--- src/rtl/tme_fifo.sv ---
// ----------------------------------------------------------------------------
// tme_fifo
// Small register queue; DEPTH is a power of two.
// ----------------------------------------------------------------------------
module tme_fifo #(
    parameter int WIDTH = 8,
    parameter int DEPTH = 2
) (
    input  logic             clk,
    input  logic             rst_n,
    input  logic             wr,
    input  logic [WIDTH-1:0] wdata,
    output logic             full,
    input  logic             rd,
    output logic [WIDTH-1:0] rdata,
    output logic             empty
);

    localparam int AW = $clog2(DEPTH);
    localparam int CW = $clog2(DEPTH + 1);

    logic [WIDTH-1:0] slot_reg [DEPTH];
    logic [AW-1:0]    wr_ptr_reg, wr_ptr_next;
    logic [AW-1:0]    rd_ptr_reg, rd_ptr_next;
    logic [CW-1:0]    count_reg, count_next;
    logic             do_wr, do_rd;

    assign full  = (count_reg == CW'(DEPTH));
    assign empty = (count_reg == '0);
    assign do_wr = wr && !full;
    assign do_rd = rd && !empty;
    assign rdata = slot_reg[rd_ptr_reg];

    always_comb
    begin
        wr_ptr_next = do_wr ? wr_ptr_reg + AW'(1) : wr_ptr_reg;
        rd_ptr_next = do_rd ? rd_ptr_reg + AW'(1) : rd_ptr_reg;
        count_next  = count_reg;
        if (do_wr && !do_rd)
        begin
            count_next = count_reg + CW'(1);
        end
        else if (do_rd && !do_wr)
        begin
            count_next = count_reg - CW'(1);
        end
    end

    always_ff @(posedge clk or negedge rst_n)
    begin
        if (!rst_n)
        begin
            wr_ptr_reg <= '0;
            rd_ptr_reg <= '0;
            count_reg  <= '0;
        end
        else
        begin
            wr_ptr_reg <= wr_ptr_next;
            rd_ptr_reg <= rd_ptr_next;
            count_reg  <= count_next;
        end
    end

    always_ff @(posedge clk)
    begin
        if (do_wr)
        begin
            slot_reg[wr_ptr_reg] <= wdata;
        end
    end

endmodule

--- config.mk ---
export PLATFORM = sky130hd
export DESIGN_NAME = tme_fifo
export DESIGN_NICKNAME = d
export VERILOG_FILES = /design/src/rtl/tme_fifo.sv
export SDC_FILE = /design/constraint.sdc
export NUM_CORES = 1
export LEC_CHECK = 0
export ABC_AREA = 1
export BUFFER_PORTS_ARGS = -buffer_cell sky130_fd_sc_hd__buf_2
export CAP_MARGIN = 30
export CORE_MARGIN = 2
export CORE_UTILIZATION = 31
export CTS_BUF_LIST = sky130_fd_sc_hd__clkbuf_8
export CTS_CLUSTER_DIAMETER = 80
export DETAILED_ROUTE_END_ITERATION = 10
export SKIP_LAST_GASP = 1
export SYNTH_ARGS = -nofsm -noshare
export SYNTH_HDL_FRONTEND = slang
export SYNTH_SLANG_ARGS = --single-unit
--- constraint.sdc ---
create_clock -name clk -period 3.92 [get_ports clk]
set_input_delay 0.392 -clock clk [delete_from_list [all_inputs] [get_ports clk]]
set_output_delay 0.392 -clock clk [all_outputs]
set_load 0.03 [all_outputs]
# == Word level (Yosys, flattened, before mapping) ==
# Memory sizes are Yosys's and may differ from the RTL's.
# Cells that the tools add are included.
# op_classes
n_eq_ne,1
n_mux,4
reduce_logical,10
addsub,4
# ops
op,count
$logic_and A1 B1 Y1,4
$logic_not A1 Y1,4
$mux W2,2
$add A1 B1 Y1 const B,2
$add A2 B1 Y2 const B,1
$eq A2 B2 Y1 const B,1
$logic_not A2 Y1,1
$mux W1,2
$reduce_bool A2 Y1,1
$sub A2 B1 Y2 const B,1
# word_totals
wordCells,23
mem_bits_rw,16
ff_bits,4
n_memories,1
input_bits,12
# memory_table
name,depth,word_bits,rd,rd_clocked_by_memory_dff,write_ports,line_no,source
slot_reg,2,8,1,0,1,22,logic [WIDTH-1:0] slot_reg [DEPTH];

# == Logic depth before layout (Yosys ltp) ==
# Gate-level depths: netlist of run 1.
# logic_depth
ltp_word,7
mapped_depth,9
depth_no_buf,9

# == Worst setup path before layout of run 1 ==
# Ideal clock, no wire load.
# synth_path
path_type,register -> register
start,reg count_reg[0]
end,reg count_reg[1]
required_ps,3803
stages_incl_launch_ff,8
setup_ps,117
period_less_slack_ps,1498
slack_ps,2422
arrival_time_ps,1381
path_cell_list,dfrtp_1 -> nor2_2 -> nor2_2 -> ha_1 -> inv_1 -> nand3_1 -> nand2_1 -> nand2_1
# synth_via
elab_chain_len,6
# synth_rtl
element,line_no,source
from (decl),25,"logic [CW-1:0] count_reg, count_next;"
from (signal assigned),61,count_reg <= count_next;
$eq A2 B2 Y1 (*),28,assign full = (count_reg == CW'(DEPTH));
net full,13,"output logic full,"
$logic_not A1 Y1 (*),30,assign do_wr = wr && !full;
$logic_and A1 B1 Y1 (*),30,
net do_wr,26,"logic do_wr, do_rd;"
$logic_not A1 Y1,43,else if (do_rd && !do_wr)
$logic_and A1 B1 Y1,43,
$reduce_bool A2 Y1 (no source line),-,
# The timed path passes the listed nets; every way through them passes the cells marked *. The select of a mux whose other input is x is not followed.
# A chain may end at the register's enable or synchronous reset.

# == Final worst setup path of run 1 ==
# layout_path
start,reg rd_ptr_reg
end,out rdata[6]
# layout_via
elab_chain_len,1
# layout_rtl
element,line_no,source
from (decl),24,"logic [AW-1:0] rd_ptr_reg, rd_ptr_next;"
from (signal assigned),60,rd_ptr_reg <= rd_ptr_next;
$mem_v2 Z2 W8,-,
to (decl),15,"output logic [WIDTH-1:0] rdata,"
# No other way between the ends.

==> results of run 1 <==
synth_stat cells:
library cell and n:
buf_2 1, dfrtp_1 4, edfxtp_1 16, ha_1 1, inv_1 7, inv_2 1, nand2_1 33, nand3_1 1
nand3b_1 1, nand4_1 1, nor2_1 2, nor2_2 2, o21ai_0 2, xnor2_1 1
cell families after synthesis:
| kind of cell | Yosys count |
|---|---|
| buffers and inverters | 9 |
| adders and majority gates | 1 |
| DFF | 20 |
| xor gates and xnor gates | 1 |
| and+or+nand+nor | 40 |
| AOI/OAI and AO/OA | 2 |
cell type report:
class	instances	area share, %
inverters	8	2.996
repair buffers	22	11.49
well taps	30	3.745
flip-flops and latches	20	57.93
clock buffers	3	4.120
multi-input cells	44	19.35
clock inverters	1	0.3745
critical path: cells and delay by family, from the launching register on:
family | cells | cell delay, ps
flip-flops | 1 | 500
buffers and inverters | 2 | 390
AND/OR/NAND/NOR | 2 | 140
through the flow:
step	power (mW)	setup WS, ps	instances
floorplan	0.5813	2422	73
global placement	0.6656	2458	123
detailed placement	0.6761	2408	123
CTS	0.8074	2231	128
global route	0.8511	2141	128
finish	0.7953	2261	128
layer usage:
layer	GRT usage (%)	vias to the layer above
li1	-	282
met1	11.13	253
met2	17.06	19
met3	3.495	2
met4	6.098	0
met5	0	-
timing repair:
item | CTS | global route
buffers inserted | 0 | 0
hold buffers | 1 | 0
endpoints found under the hold margin | 4 | 0
gates resized for setup | 0 | 0
final timing paths:
path	startpoint	end	cells after the start
max in group asynchronous	rst_n	rd_ptr_reg	2
max reg2reg	count_reg[0]	slot_reg[1][6]	2
min reg2reg	wr_ptr_reg	wr_ptr_reg	2
max	rd_ptr_reg	rdata[6]	4
min in group asynchronous	rst_n	count_reg[0]	2
min	wdata[6]	slot_reg[0][6]	1
power breakdown:
group | total [mW] | switching, mW | internal (mW)
Combinational | 0.329 | 0.233 | 0.0956
Sequential | 0.338 | 0.0421 | 0.296
Clock | 0.129 | 0.0591 | 0.0694
Total | 0.795 | 0.335 | 0.461
cell usage in the layout (no fill, tap or decap):
cell type	instances
nand4_1	1
ha_1	1
clkbuf_8	3
nand3_1	1
dlygate4sd3_1	1
nand2_1	33
inv_2	1
nand3b_1	1
o21ai_0	2
inv_1	8
edfxtp_1	16
buf_2	21
dfrtp_1	4
nor2_1	2
nor2_2	2
xnor2_1	1
==> out/results.tsv, run 1 <==
stage	metric	value	unit
timing	Final Cycle Share	42.33	%
min_path	worst hold path type	in2reg	
critical_path	Worst EP required	3530	ps
global_routing	initial antenna violation count	0	
routing	DRT iter0 DRCs	9	
logic_synthesis	Post-Syn Area per Cell	11.09	um2
routing	Met3 Wirelength	99	um
floorplanning	row count	18	
critical_path	worst path arrival time	1270	ps
logic_synthesis	area share of the largest cell type after synthesis	59.35	%
floorplanning	Top Ports	22	
routing	met1 WL	597	um
pwr	leakage	0.4758	nW
timing	clock skew	0.7803	ps
clocking	clock sinks	20	
logic_synthesis	Netlist cell types	14	
clocking	Max H-tree Level	1	
routing	Via density	4.344	
routing	First-pass DRT Iterations	4	
global_routing	first-pass GRT wire length	2083	um
timing	final number of max-transition violations	0	
routing	via count	556	
global_routing	GR Overflow Total	0	
final_layout	fraction of layout cells with a size suffix above 1	27.55	%
routing	Routed WL	1392	um
critical_path	crit-path cells	inv_2, nand2_1, nand2_1, buf_2	
clocking	Skew-Pair Late Insertion Delay	250	ps
placement	gpl congestion	0.7105	
routing	number of remaining DRC errors	0	
logic_synthesis	post-synthesis compound-gate area fraction	1.236	%
routing	ANT nets after route	0	
logic_synthesis	largest family of logic cells by synthesized area	simple AND/OR/NAND/NOR gates	
critical_path	Slowest Stage Delay on Critical Path	500	ps
routing	highest routing layer actually used	met4	
flow_run	Max-Cap Viols	0	
pwr	Worst VDD drop	315.1	uV
logic_synthesis	post-synthesis xor/xnor area fraction	1.082	%
critical_path	crit path launch type	register	
final_layout	area growth from synthesis to layout	23.80	%
critical_path	CP max-delay cell	dfrtp_1	
critical_path	Crit path top cell by count	nand2_1	
logic_synthesis	Yosys reg bits	20	
final_layout	fill cell count	253	
floorplanning	area of the core	0.002477	mm2
critical_path	critical path peak fanout	10	
logic_synthesis	mux contribution to synthesized area	0	%
clocking	Max Root-Sink Buffers	2	
clocking	CTS tree	built	
final_layout	max reg flops	16	
timing	max frequency	0.6026	GHz
timing	Slew @ Worst Pin	620.6	ps
critical_path	nature of the critical path endpoint	primary output	
logic_synthesis	area leader, netlist	edfxtp_1	
timing	TNS Setup	0	ps
placement	Area after DPL	947.2	um2
critical_path	critical path class	reg2out	
timing	Final min period	1659	ps
floorplanning	die area	0.003036	mm2
logic_synthesis	simple-gate share of the synthesized area	20.09	%
final_layout	antenna cell count	0	
timing	final setup violation count	0	
global_routing	largest net degree at the start of global routing	12	
final_layout	post-route design area	0.001002	mm2
clocking	cts bufs inserted	3	
placement	post-DP HPWL	1078	um
logic_synthesis	Post-Synth Adder-Cell Area	1.546	%
final_layout	area of the multi-input gates	193.9	um2
timing	final hold violations	0	
logic_synthesis	Cell Area, Synth	809.5	um2
global_routing	Total Routing Usage GR	10.21	%
final_layout	sequential cell area	580.6	um2
status	status	complete, no violations	
final_layout	Net count, final	112	
logic_synthesis	post-synthesis sequential area ratio	71.72	%
floorplanning	Die X	55.10	um
global_routing	vias in the first global route	509	
logic_synthesis	Post-Syn Instances	73	
placement	Port-buffer cells	21	
timing	RSZ-0062 raised after global routing	no	
clocking	Clock transition at path regs	70	ps
timing	minimum hold slack	333.7	ps
floorplanning	Chip Height	55.10	um
logic_synthesis	Ys Warns	0	
floorplanning	Starting Density	32.68	%
final_layout	Layout Utilization	40.45	%
timing	slew margin rel.	58.47	%
logic_synthesis	syn_nets	86	
clocking	clk root buf	clkbuf_8	
logic_synthesis	synth top area cells	edfxtp_1, nand2_1, dfrtp_1, inv_1, ha_1	
critical_path	flop2flop setup slack	2420	ps
routing	Detail Route met2 WL	683	um
routing	DR WL/cell	10.88	um
pwr	Pwr Density	793.6	mW/mm2
Power figures use the tool's default switching activity.
==> inputs of run 2 (changes only) <==
clock period = 1.7 ns   (was 3.92 ns; I/O delays follow)
==> run 2 against run 1 <==
Against the previous run:
- sequential cell count unchanged
- critical endpoint is now rdata[3]
- highest routed layer is now met3
- largest cell class unchanged
- final cell count did not move
- via count is 3.4% lower
- clock power up 120%
==> out/results.tsv, run 2 (synthesis results as in run 1) <==
stage	metric	value	unit
routing	ANT nets after route	0	
floorplanning	Starting Density	32.68	%
pwr	leakage	0.4757	nW
timing	final hold violations	0	
timing	minimum hold slack	113.8	ps
routing	DR WL/cell	10.28	um
clocking	Max H-tree Level	1	
timing	RSZ-0062 raised after global routing	no	
clocking	cts bufs inserted	3	
final_layout	fill cell count	253	
floorplanning	area of the core	0.002477	mm2
timing	clock skew	2.184	ps
global_routing	first-pass GRT wire length	2042	um
timing	Final min period	1452	ps
global_routing	initial antenna violation count	0	
final_layout	Layout Utilization	40.61	%
timing	final setup violation count	0	
clocking	clock sinks	20	
pwr	Worst VDD drop	842.1	uV
critical_path	Critical Path Start	rd_ptr_reg	
clocking	CTS tree	built	
global_routing	vias in the first global route	506	
final_layout	commonest non-fill, non-tap cells in the layout	nand2_1, buf_2, edfxtp_1	
timing	max frequency	0.6889	GHz
global_routing	Total Routing Usage GR	9.674	%
critical_path	nature of the critical path endpoint	primary output	
placement	gpl congestion	0.7520	
critical_path	flop2flop setup slack	320	ps
critical_path	worst path arrival time	1280	ps
critical_path	FF-to-FF End	count_reg[1]	
min_path	worst hold path depth	1	
critical_path	crit path launch type	register	
final_layout	fraction of layout cells with a size suffix above 1	28.57	%
status	status	complete, no violations	
placement	Port-buffer cells	21	
clocking	post-cts sizing count	0	
critical_path	worst r2r path cells	7	
floorplanning	die area	0.003036	mm2
floorplanning	Die X	55.10	um
routing	Via density	4.195	
clocking	clk root buf	clkbuf_8	
timing	Slew @ Worst Pin	356.8	ps
min_path	worst hold path type	in2reg	
timing	final number of max-transition violations	0	
final_layout	post-route insts no fill	128	
routing	Routed WL	1316	um
timing	slew margin rel.	76.21	%
global_routing	GR Overflow Total	0	
floorplanning	row count	18	
timing	TNS Setup	0	ps
critical_path	Worst EP required	1530	ps
placement	Inst Count DP	124	
critical_path	critical path class	reg2out	
final_layout	antenna cell count	0	
clocking	Skew-Pair Late Insertion Delay	240	ps
routing	First-pass DRT Iterations	4	
pwr	Pwr Density	1821	mW/mm2
floorplanning	Top Ports	22	
final_layout	Net count, final	113	
final_layout	max reg flops	16	
global_routing	largest net degree at the start of global routing	11	
timing	Final Cycle Share	85.39	%
floorplanning	Chip Height	55.10	um
critical_path	critical path peak fanout	10	
critical_path	r2r startpoint	count_reg[0]	
routing	number of remaining DRC errors	0	
final_layout	commonest non-fill, non-tap cell in the layout	nand2_1	
clocking	Clock transition at path regs	60	ps
pwr	Power Total	1.832	mW
routing	DRT iter0 DRCs	10	
routing	via count	537	
final_layout	area of the multi-input gates	193.9	um2
final_layout	area growth from synthesis to layout	24.27	%
flow_run	Max-Cap Viols	0	
min_path	hold endpoint	slot_reg[1][2]	
clocking	Max Root-Sink Buffers	2	
placement	post-DP HPWL	988	um
min_path	worst min-delay path startpoint	wdata[2]	
final_layout	sequential cell area	580.6	um2
==> run 2: repair_timing <==
item,4_1_cts,5_1_grt
hold endpoints to repair,4,0
setup buffers,0,0
hold buffers,1,0
==> run 2: area by class of cell <==
cell class | instances | share of cell area (%)
sequential | 20 | 57.71
tap | 30 | 3.731
timing repair buffer | 23 | 12.19
multi-input combinational | 44 | 19.28
inverter | 8 | 2.985
clock buffer | 3 | 4.104
==> run 2: power breakdown <==
part	internal (mW)	switching [mW]
clock	0.157	0.130
sequential	0.681	0.0950
combinational	0.230	0.539
==> run 2: layer usage <==
metal / wire length [um] / share of wire [%] / track usage (%) / vias up
li1: - / - / - / 285
met1: 602 / 46 / 11.27 / 238
met2: 626 / 48 / 18.06 / 14
met3: 87 / 6.6 / 1.882 / 0
met4: 0 / 0 / 2.439 / 0
met5: 0 / 0 / 0 / -
==> run 2: worst max-delay path: stages, from the launching register on <==
cell and delay [ps]:
dfrtp_1 510, inv_2 210, nand2_1 80, nand2_1 60, buf_2 190
==> run 2: how the worst max path moves through the flow <==
stage	endpoint	slack [ps]	cells past startpoint
6_report	rdata[3]	250	4
5_1_grt	rdata[3]	140	4
2_1_floorplan	count_reg[1]	200	7
3_5_place_dp	count_reg[1]	340	7
4_1_cts	rdata[3]	210	4
3_3_place_gp	count_reg[1]	340	6
==> run 2: per-stage QoR <==
step           area (um2)  setup WS [ps]
2_1_floorplan       809.5          201.9
3_3_place_gp        954.7          335.8
3_5_place_dp        954.7          336.7
4_1_cts              1006          206.6
5_1_grt              1006          139.4
6_report             1006          248.3
