`config.mk`:
```
export PLATFORM = sky130hd
export DESIGN_NAME = tme_front
export DESIGN_NICKNAME = d
export VERILOG_FILES = /design/src/rtl/tme_pkg.sv /design/src/rtl/tme_fifo.sv /design/src/rtl/tme_front.sv
export SDC_FILE = /design/constraint.sdc
export NUM_CORES = 1
export LEC_CHECK = 0
export ABC_AREA = 1
export BUFFER_PORTS_ARGS = -buffer_cell sky130_fd_sc_hd__buf_2
export CAP_MARGIN = 10
export CELL_PAD_IN_SITES_DETAIL_PLACEMENT = 1
export CELL_PAD_IN_SITES_GLOBAL_PLACEMENT = 2
export CORE_ASPECT_RATIO = 1.2
export CORE_MARGIN = 1.5
export CORE_UTILIZATION = 37
export CTS_CLUSTER_DIAMETER = 50
export DETAILED_ROUTE_END_ITERATION = 8
export PLACE_DENSITY_LB_ADDON = 0.2
export SLEW_MARGIN = 20
export SYNTH_ARGS = -nofsm -noshare
export SYNTH_HDL_FRONTEND = slang
export SYNTH_SLANG_ARGS = --single-unit
```
`constraint.sdc`:
```
create_clock -name clk -period 6.8 [get_ports clk]
set_input_delay 2.04 -clock clk [delete_from_list [all_inputs] [get_ports clk]]
set_output_delay 2.04 -clock clk [all_outputs]
set_load 0.02 [all_outputs]
```
`src/rtl/tme_pkg.sv`:
```
// ----------------------------------------------------------------------------
// tme_pkg
// Shared types and constants for the tape machine executor.
// ----------------------------------------------------------------------------
package tme_pkg;

    // Default sizes, used as parameter defaults on the top level
    localparam int TAPE_CELLS_DEF           = 4096;
    localparam int CELL_BITS_DEF            = 32;
    localparam int PROGRAM_ADDRESS_BITS_DEF = 16;

    // Depth of the decoupling queues (power of two, at least 2)
    localparam int QUEUE_DEPTH = 2;

    // Fixed field widths of the words
    localparam int CMD_W     = 3;
    localparam int OPERAND_W = 16;
    localparam int READ_W    = 9;
    localparam int NEXT_W    = 16;
    localparam int BYTE_W    = 8;

    typedef enum logic [CMD_W-1:0] {
        CMD_ADD   = 3'd0,
        CMD_SUB   = 3'd1,
        CMD_GET   = 3'd2,
        CMD_PUT   = 3'd3,
        CMD_RIGHT = 3'd4,
        CMD_LEFT  = 3'd5,
        CMD_OPEN  = 3'd6,
        CMD_CLOSE = 3'd7
    } cmd_t;

    typedef enum logic [1:0] {
        CELL_KEEP,
        CELL_ADD,
        CELL_SUB,
        CELL_LOAD
    } cell_op_t;

    typedef enum logic [1:0] {
        MOVE_NONE,
        MOVE_RIGHT,
        MOVE_LEFT
    } move_t;

    typedef enum logic [1:0] {
        BR_NONE,
        BR_ZERO,
        BR_NONZERO
    } branch_t;

    typedef enum logic [1:0] {
        ST_OK    = 2'd0,
        ST_UNDER = 2'd1,
        ST_OVER  = 2'd2
    } status_t;

    // Decoded instruction class
    typedef struct packed {
        cell_op_t cell_op;
        move_t    move;
        branch_t  branch;
        logic     step_one;  // address advances by one instead of two
        logic     emit;      // put: drive the cell byte
    } class_t;

    // Word carried from front to back
    typedef struct packed {
        class_t                cls;
        logic [OPERAND_W-1:0]  operand;
        logic [READ_W-1:0]     read_value;
    } entry_t;

    // Result word
    typedef struct packed {
        logic [NEXT_W-1:0] next_address;
        logic              byte_valid;
        logic [BYTE_W-1:0] byte_out;
        status_t           status;
    } result_t;

endpackage

```
`src/rtl/tme_fifo.sv`:
```
// ----------------------------------------------------------------------------
// tme_fifo
// Small register queue; DEPTH is a power of two.
// ----------------------------------------------------------------------------
module tme_fifo #(
    parameter int WIDTH = 8,
    parameter int DEPTH = 2
) (
    input  logic             clk,
    input  logic             rst_n,
    input  logic             wr,
    input  logic [WIDTH-1:0] wdata,
    output logic             full,
    input  logic             rd,
    output logic [WIDTH-1:0] rdata,
    output logic             empty
);

    localparam int AW = $clog2(DEPTH);
    localparam int CW = $clog2(DEPTH + 1);

    logic [WIDTH-1:0] slot_reg [DEPTH];
    logic [AW-1:0]    wr_ptr_reg, wr_ptr_next;
    logic [AW-1:0]    rd_ptr_reg, rd_ptr_next;
    logic [CW-1:0]    count_reg, count_next;
    logic             do_wr, do_rd;

    assign full  = (count_reg == CW'(DEPTH));
    assign empty = (count_reg == '0);
    assign do_wr = wr && !full;
    assign do_rd = rd && !empty;
    assign rdata = slot_reg[rd_ptr_reg];

    always_comb
    begin
        wr_ptr_next = do_wr ? wr_ptr_reg + AW'(1) : wr_ptr_reg;
        rd_ptr_next = do_rd ? rd_ptr_reg + AW'(1) : rd_ptr_reg;
        count_next  = count_reg;
        if (do_wr && !do_rd)
        begin
            count_next = count_reg + CW'(1);
        end
        else if (do_rd && !do_wr)
        begin
            count_next = count_reg - CW'(1);
        end
    end

    always_ff @(posedge clk or negedge rst_n)
    begin
        if (!rst_n)
        begin
            wr_ptr_reg <= '0;
            rd_ptr_reg <= '0;
            count_reg  <= '0;
        end
        else
        begin
            wr_ptr_reg <= wr_ptr_next;
            rd_ptr_reg <= rd_ptr_next;
            count_reg  <= count_next;
        end
    end

    always_ff @(posedge clk)
    begin
        if (do_wr)
        begin
            slot_reg[wr_ptr_reg] <= wdata;
        end
    end

endmodule

```
`src/rtl/tme_front.sv`:
```
// ----------------------------------------------------------------------------
// tme_front
// Decodes each accepted instruction into its class and queues it for the
// execute side.
// ----------------------------------------------------------------------------
module tme_front
    import tme_pkg::*;
(
    input  logic                 clk,
    input  logic                 rst_n,
    input  logic                 wr,
    input  logic [CMD_W-1:0]     cmd,
    input  logic [OPERAND_W-1:0] operand,
    input  logic [READ_W-1:0]    read_value,
    output logic                 full,
    input  logic                 pop,
    output entry_t               head,
    output logic                 head_valid
);

    class_t cls;
    entry_t ent;
    logic   q_empty;
    logic [$bits(entry_t)-1:0] q_rdata;

    always_comb
    begin
        cls.cell_op  = CELL_KEEP;
        cls.move     = MOVE_NONE;
        cls.branch   = BR_NONE;
        cls.step_one = 1'b0;
        cls.emit     = 1'b0;
        unique case (cmd_t'(cmd))
            CMD_ADD:   cls.cell_op = CELL_ADD;
            CMD_SUB:   cls.cell_op = CELL_SUB;
            CMD_GET:
            begin
                cls.cell_op  = CELL_LOAD;
                cls.step_one = 1'b1;
            end
            CMD_PUT:
            begin
                cls.emit     = 1'b1;
                cls.step_one = 1'b1;
            end
            CMD_RIGHT: cls.move   = MOVE_RIGHT;
            CMD_LEFT:  cls.move   = MOVE_LEFT;
            CMD_OPEN:  cls.branch = BR_ZERO;
            CMD_CLOSE: cls.branch = BR_NONZERO;
        endcase
    end

    assign ent.cls        = cls;
    assign ent.operand    = operand;
    assign ent.read_value = read_value;

    tme_fifo #(
        .WIDTH ($bits(entry_t)),
        .DEPTH (QUEUE_DEPTH)
    ) u_queue (
        .clk   (clk),
        .rst_n (rst_n),
        .wr    (wr),
        .wdata (ent),
        .full  (full),
        .rd    (pop),
        .rdata (q_rdata),
        .empty (q_empty)
    );

    assign head       = entry_t'(q_rdata);
    assign head_valid = !q_empty;

endmodule

```
# == Word-level counts from Yosys, hierarchy flattened ==
# Memory sizes are Yosys's and may differ from the RTL's.
# Index checks and enable logic that the tools add are counted.
# totals
regBits,4
ram_bits,66
input_bits,32
out_inout_bits,35
word_cells,37
memories,1
# op_classes
addsub,4
eq_ne,8
muxes,9
n_reduce_logical,12
# memory_table
memory,words,width,rd,rd_clocked_by_memory_dff,wr,line,rtl
u_queue.slot_reg,2,33,1,0,1,tme_fifo.sv:22,logic [WIDTH-1:0] slot_reg [DEPTH];
# ops
operator,n
"3-bit == test, second input constant",4
2-bit case mux with 2 select lines,2
"3-bit by 2-bit == test with 1-bit output, second input constant",2
2-bit case mux with 3 select lines,1
1-bit logical AND,4
1-bit logical NOT,4
1-bit 2-to-1 mux,4
2-bit 2-to-1 mux,2
"3-bit by 1-bit == test with 1-bit output, second input constant",1
3-bit logical NOT,1
"1-bit adder, second input constant",2
"2-bit by 1-bit adder with 2-bit output, second input constant",1
"2-bit == test, second input constant",1
2-bit logical NOT,1
2-bit nonzero test,1
2-bit OR reduction,1
"2-bit by 1-bit subtractor with 2-bit output, second input constant",1

# == Depth between registers and ports, before layout ==
# Gate-level depths: netlist of run 1.
# depth
word_depth,7
depth_mapped,9
mapped_depth_nobuf,9

# == By module ==
# A second synthesis of run 1 with hierarchy kept.
# unflattened
cells_unflattened,219
area_unflattened_um2,2713.9
# modules_own_cells
mod,instances,cells_per_inst,area_per_inst_um2,seq_area_each_um2
tme_fifo,1,204,2641.3,2082.0
tme_front,1,15,72.6,0.0

# == Least setup slack after synthesis of run 1 ==
# Ideal clock, no wire load.
# synth_timing
kind,in2reg
start,in wr
end,mem u_queue.slot_reg[1][0] (netlist name) (enable)
setup_ns,0.423
arrival_ns,3.542
required_ns,6.377
slack_ns,2.835
cell_stages,2
path_buffers,0
cell_sequence,o21ai_0 -> nor2_1
# synth_between
elab_chain_len,3
# synth_lines
item,line,rtl
from (decl),tme_front.sv:11,"input logic wr,"
1-bit logical AND,tme_fifo.sv:30,assign do_wr = wr && !full;
1-bit 2-to-1 mux,tme_fifo.sv:67,if (do_wr)
1-bit 2-to-1 mux (implied by the code),tme_fifo.sv:69,slot_reg[wr_ptr_reg] <= wdata;
to (decl),tme_fifo.sv:22,
# Every way passes these cells.

==> results.py, run 1 <==
metrics = {
    "status": {
        "outcome": "finished clean",
    },
    "timing": {
        "finalSetupTns_ns": 0,
        "drv_slew": 0,
        "rsz0062_at_grt": "false",
        "worstMarginPinSlew_ns": 0.9845,
        "final.min_clock_period_ns": 3.751,
        "fin_ws_ns": 3.049,
        "finalCritPeriodShare_pct": 55.17,
        "relSlewSlack_pct": 34.21,
        "fmax_mhz": 266.6,
        "hold_viol": 0,
        "setup_viol": 0,
        "skew_ns": 0.01223,
    },
    "floorplanning": {
        "die_w_um": 81.33,
        "rows": 34,
        "pin_count": 67,
        "core_mm2": 0.007189,
        "die_area_mm2": 0.007888,
        "fp.dieH_um": 96.99,
        "initial_utilization_pct": 37.89,
    },
    "placement": {
        "dp.final_hpwl_um": 3252,
        "place_inst": 370,
        "place.gp.congestion": 0.6720,
        "io_buffers": 66,
        "pre_cts_ws_ns": 3.292,
    },
    "clock_tree": {
        "numCtsBuffers": 9,
        "root_buffer": "clkbuf_8",
        "cts.reportedPaths.clkPinSlew_ns": 0.06,
        "clk_path_buf_depth": 2,
        "clk_latency_ns": 0.33,
        "hold_buffers": 0,
        "cts_tree": "done",
        "clkSinkCount": 70,
        "cts_max_level": 3,
        "ctsResizeCount": 0,
        "post-cts-setup-buffers": 0,
    },
    "global_routing": {
        "grt_pass1_wl_um": 8148,
        "grtUsageTotal_pct": 14.18,
        "antenna_found_initial": 0,
        "grt_overflow": 0,
        "grt_max_degree": 35,
        "grt_pass1_vias": 1695,
    },
    "finish": {
        "multi_input_area_um2": 538.0,
        "final_nets": 324,
        "largest_reg_flops": 66,
        "antenna_cells": 0,
        "final_common_cell": "nand2_1",
        "stdcell_count": 385,
        "fillCellCount": 804,
        "drive_gt1_share_pct": 30.17,
        "mostFrequentLayoutCells": "nand2_1 (110), buf_2 (66), edfxtp_1 (66), inv_1 (9), clkbuf_8 (9)",
        "seq_area_mm2": 0.002082,
        "syn2layout_area_growth_pct": 21.18,
    },
    "setup_path": {
        "path_class": "reg -> out",
        "crit_path_start_kind": "flip-flop",
        "crit_required_ns": 4.76,
        "path_max_fanout": 20,
        "cp-end-kind": "primary output",
        "arrival_ns": 1.71,
    },
    "job": {
        "drv_cap": 0,
    },
    "logic_synthesis": {
        "synth_cell_types": 18,
        "synthesis.instances": 219,
        "seq_area_frac_synth_pct": 76.44,
        "synth_warnings": 0,
        "synth-seq-cells": 70,
        "syn_nets": 252,
        "synth_area_mm2": 0.002724,
        "synth.avg_cell_area_um2": 12.44,
    },
    "detailed_routing": {
        "drt-initial-drc-count": 64,
        "totalWireLength_um": 5062,
        "via_count": 1714,
        "drc": 0,
        "drtPass1Iterations": 4,
        "ant_nets": 0,
        "post_drt_wl_per_cell_um": 13.15,
        "vias_per_cell": 4.452,
    },
    "pwr": {
        "ir_drop_mv": 0.1696,
        "leakage_nw": 1.457,
        "power_density_mw_per_mm2": 444.5,
    },
    "hold_path": {
        "min_path_type": "reg -> reg",
    },
}
[worst paths after layout]
check	depth (start not counted)	to	start	slack, ns
max	4	head[22]	u_queue.rd_ptr_reg$_DFFE_PN0P_	3.05
min	2	u_queue.count_reg[1]$_DFFE_PN0P_	u_queue.count_reg[1]$_DFFE_PN0P_	0.47
max reg2reg	3	u_queue.slot_reg[1][25]$_DFFE_PP_	u_queue.count_reg[1]$_DFFE_PN0P_	4.92
min reg2reg	2	u_queue.count_reg[1]$_DFFE_PN0P_	u_queue.count_reg[1]$_DFFE_PN0P_	0.47
max in group asynchronous	1	u_queue.rd_ptr_reg$_DFFE_PN0P_	rst_n	5.16
min in group asynchronous	1	u_queue.count_reg[0]$_DFFE_PN0P_	rst_n	1.51
[cell families after synthesis]
logic type      after synthesis  synth area share, %
xor+xnor                      1               0.3216
simple gates                128                18.51
compound gates                1               0.1836
fa+ha+maj                     1               0.4593
buf+inv                      18                4.088
flops                        70                76.44
[per-layer routing]
metal	GRT usage, %	wire length [µm]
met1	17.46	2105
met2	23.01	2678
met3	4.434	223
met4	5.172	55
met5	0	0
[cell usage after synthesis]
| library cell | instances | share of area [%] |
|---|---|---|
| edfxtp_1 | 66 | 73 |
| nor3_1 | 1 | 0.18 |
| buf_6 | 4 | 1.7 |
| nand2_1 | 110 | 15 |
| nand2_2 | 3 | 0.69 |
| ha_1 | 1 | 0.46 |
| nand3_1 | 2 | 0.37 |
| nand4_1 | 1 | 0.23 |
| xnor2_1 | 1 | 0.32 |
| nor2_4 | 1 | 0.41 |
| inv_1 | 9 | 1.2 |
| nor2_2 | 1 | 0.23 |
| inv_2 | 1 | 0.14 |
| inv_4 | 1 | 0.23 |
| dfrtp_1 | 4 | 3.7 |
| nor2_1 | 9 | 1.2 |
| buf_4 | 3 | 0.83 |
| o21ai_0 | 1 | 0.18 |
[critical path, stage by stage (launching register included)]
cell and delay (ns):
dfrtp_1 0.70, buf_4 0.35, nand2_1 0.08, nand2_1 0.09, buf_2 0.16
[power by group]
| part | switching (mW) | internal (mW) |
|---|---|---|
| Clock | 0.142 | 0.165 |
| Sequential | 0.0428 | 0.591 |
| Combinational | 0.375 | 0.152 |
| Total | 0.559 | 0.908 |
[stage by stage]
step	hold WS (ns)	util [%]	power (mW)	cell area (µm²)
2_1_floorplan	0.4417	-	1.022	2724
3_5_place_dp	0.4646	43.42	1.187	3122
4_1_cts	0.4791	45.91	1.496	3301
6_report	0.4728	45.91	1.467	3301
3_3_place_gp	0.4578	43.42	1.177	3122
5_1_grt	0.5076	45.91	1.573	3301
[layout make-up]
| type | instances | share of cell area, % |
|---|---|---|
| Inverter | 11 | 1.327 |
| Timing Repair Buffer | 68 | 10.46 |
| Clock inverter | 5 | 1.554 |
| Sequential cell | 70 | 63.08 |
| Tap cell | 90 | 3.412 |
| Multi-Input combinational cell | 131 | 16.30 |
| Clock buffer | 10 | 3.867 |
Power figures use the tool's default switching activity.
==> run 2, diff against run 1 <==
Settings changed: ABC_AREA 1 to 0, CORE_UTILIZATION 37 to 39.
Clock period 6.8 ns to 3.5 ns, I/O delays scaled along.
==> results.py, run 2 <==
metrics = {
    "timing": {
        "drv_slew": 0,
        "rsz0062_at_grt": "false",
        "relSlewSlack_pct": 68.60,
        "final.min_clock_period_ns": 2.860,
        "hold_viol": 0,
        "finalCritPeriodShare_pct": 81.73,
        "finalSetupTns_ns": 0,
        "worstMarginPinSlew_ns": 0.4709,
        "setup_viol": 0,
        "skew_ns": 0.005946,
        "fmax_mhz": 349.6,
    },
    "setup_path": {
        "slowest_delay_ns": 0.66,
        "crit_path_start_kind": "flip-flop",
        "crit_chain": "buf_4 -> mux2_2 -> buf_2",
        "path_max_fanout": 16,
        "crit_buf_inv": 2,
        "cp-end-kind": "primary output",
        "arrival_ns": 1.81,
        "crit_required_ns": 2.45,
        "slowest_stage": "dfrtp_2",
        "path_class": "reg -> out",
        "critPathTopFamily": "flip-flops",
    },
    "detailed_routing": {
        "via_count": 1379,
        "drt-initial-drc-count": 55,
        "vias_per_cell": 4.581,
        "post_drt_wl_per_cell_um": 15.16,
        "drc": 0,
        "ant_nets": 0,
        "drtPass1Iterations": 4,
        "totalWireLength_um": 4562,
    },
    "global_routing": {
        "antenna_found_initial": 0,
        "grt_max_degree": 34,
        "grt_overflow": 0,
        "grt_pass1_vias": 1504,
        "grtUsageTotal_pct": 13.16,
        "grt_pass1_wl_um": 7196,
    },
    "pwr": {
        "ir_drop_mv": 0.3509,
        "total_power_mw": 2.834,
        "leakage_nw": 1.370,
        "power_density_mw_per_mm2": 843.1,
    },
    "floorplanning": {
        "core_mm2": 0.006895,
        "die_w_um": 80.25,
        "fp.dieH_um": 95.70,
        "pin_count": 67,
        "die_area_mm2": 0.007680,
        "rows": 33,
        "initial_utilization_pct": 40.50,
    },
    "logic_synthesis": {
        "syn_nets": 165,
        "synth-seq-cells": 70,
        "synth_top_area_share_pct": 70.97,
        "synthesis.instances": 132,
        "synth-edff-count": 66,
        "synth.avg_cell_area_um2": 21.16,
        "synthArstFlopShare_pct": 5.714,
        "synth_area_mm2": 0.002793,
        "synth_warnings": 0,
        "yosys_most_used_dff": "edfxtp_1",
        "seq_area_frac_synth_pct": 74.55,
        "synth_most_common_cell": "edfxtp_1",
        "ys_top_cells_by_count": "edfxtp_1 (66), mux2_4 (29), nor2_1 (5)",
        "yosys.area.top_type": "edfxtp_1",
        "synth_cell_types": 20,
        "synthTopCellsByArea": "edfxtp_1 (71%), mux2_4 (16%), dfrtp_1 (3.6%)",
    },
    "status": {
        "outcome": "finished clean",
    },
    "clock_tree": {
        "clk_latency_ns": 0.32,
        "ctsResizeCount": 0,
        "cts_tree": "done",
        "hold_buffers": 0,
        "numCtsBuffers": 9,
        "clkSinkCount": 70,
        "post-cts-setup-buffers": 0,
        "root_buffer": "clkbuf_8",
        "clk_path_buf_depth": 2,
        "cts.reportedPaths.clkPinSlew_ns": 0.06,
        "cts_max_level": 3,
    },
    "finish": {
        "mostFrequentLayoutCells": "buf_2 (66), edfxtp_1 (66), mux2_4 (29), clkbuf_8 (10)",
        "largest_reg_flops": 66,
        "final_nets": 242,
        "drive_gt1_share_pct": 55.14,
        "fillCellCount": 679,
        "antenna_cells": 0,
        "syn2layout_area_growth_pct": 20.39,
    },
    "placement": {
        "dp.final_hpwl_um": 3197,
        "io_buffers": 66,
        "place.gp.congestion": 0.7212,
    },
    "hold_path": {
        "min_path_type": "reg -> reg",
    },
    "job": {
        "drv_cap": 0,
    },
}
run 2: changes by cell type in the layout (fill, tap and decap cells not counted), moves of 2 or more:
cell,before,now
buf_4,2,4
mux2_2,0,4
and3_1,0,2
nand2_1,110,2
nor2_1,8,4
nand3_1,2,0
xor2_1,0,2
xnor2_1,1,4
nand2_2,3,1
mux2_4,0,29
clkbuf_1,1,4
inv_1,9,2
run 2: final timing paths:
kind	startpoint	end	slack, ns	cells past startpoint
max in group asynchronous	rst_n	u_queue.rd_ptr_reg$_DFFE_PN0P_	2.85	1
hold / removal	u_queue.count_reg[1]$_DFFE_PN0P_	u_queue.count_reg[1]$_DFFE_PN0P_	0.49	1
hold reg to reg	u_queue.count_reg[1]$_DFFE_PN0P_	u_queue.count_reg[1]$_DFFE_PN0P_	0.49	1
setup reg to reg	u_queue.count_reg[0]$_DFFE_PN0P_	u_queue.slot_reg[0][10]$_DFFE_PP_	1.76	4
min in group asynchronous	rst_n	u_queue.wr_ptr_reg$_DFFE_PN0P_	0.52	1
setup / recovery	u_queue.rd_ptr_reg$_DFFE_PN0P_	head[0]	0.64	3
run 2: kinds of logic after synthesis:
family / after synthesis / share of synthesized area, %
buffers and inverters: 6 / 2.823
multiplexers: 33 / 17.20
AND/OR/NAND/NOR: 16 / 3.092
adder cells (fa/ha/maj): 1 / 0.4480
flip-flops: 70 / 74.55
XOR/XNOR: 6 / 1.882
run 2: stage by stage:
stage | instances | setup WS (ns) | hold slack (ns) | util, % | area [µm²]
after global routing | 301 | 0.5340 | 0.5000 | 48.76 | 3362
after detailed placement | 285 | 0.9666 | 0.4759 | 46.40 | 3199
after global placement | 285 | 0.9925 | 0.4720 | 46.40 | 3199
after floorplan | 132 | 0.5423 | 0.4564 | - | 2793
final | 301 | 0.6396 | 0.4853 | 48.76 | 3362
after CTS | 301 | 0.5987 | 0.4885 | 48.76 | 3362
run 2: routing by layer:
layer / vias up / GRT usage, % / routed length, µm
li1: 654 / - / -
met1: 672 / 14.53 / 1783
met2: 47 / 22.41 / 2430
met3: 6 / 3.886 / 287
met4: 0 / 7.759 / 61
met5: - / 0 / 0
run 2: area by class of cell:
class	count	area, µm²	area share [%]
clock buffer	14	152.6	4.540
clock inverter	2	10.01	0.2977
inverter	2	7.507	0.2233
multi-input combinational	56	639.4	19.02
sequential	70	2083	61.97
tap	87	108.9	3.238
timing repair buffer	70	360.3	10.72
run 2: where the power goes:
group	internal, mW	total [mW]	switching [mW]
registers	1.15	1.26	0.107
logic	0.478	1.04	0.562
clock network	0.275	0.536	0.260
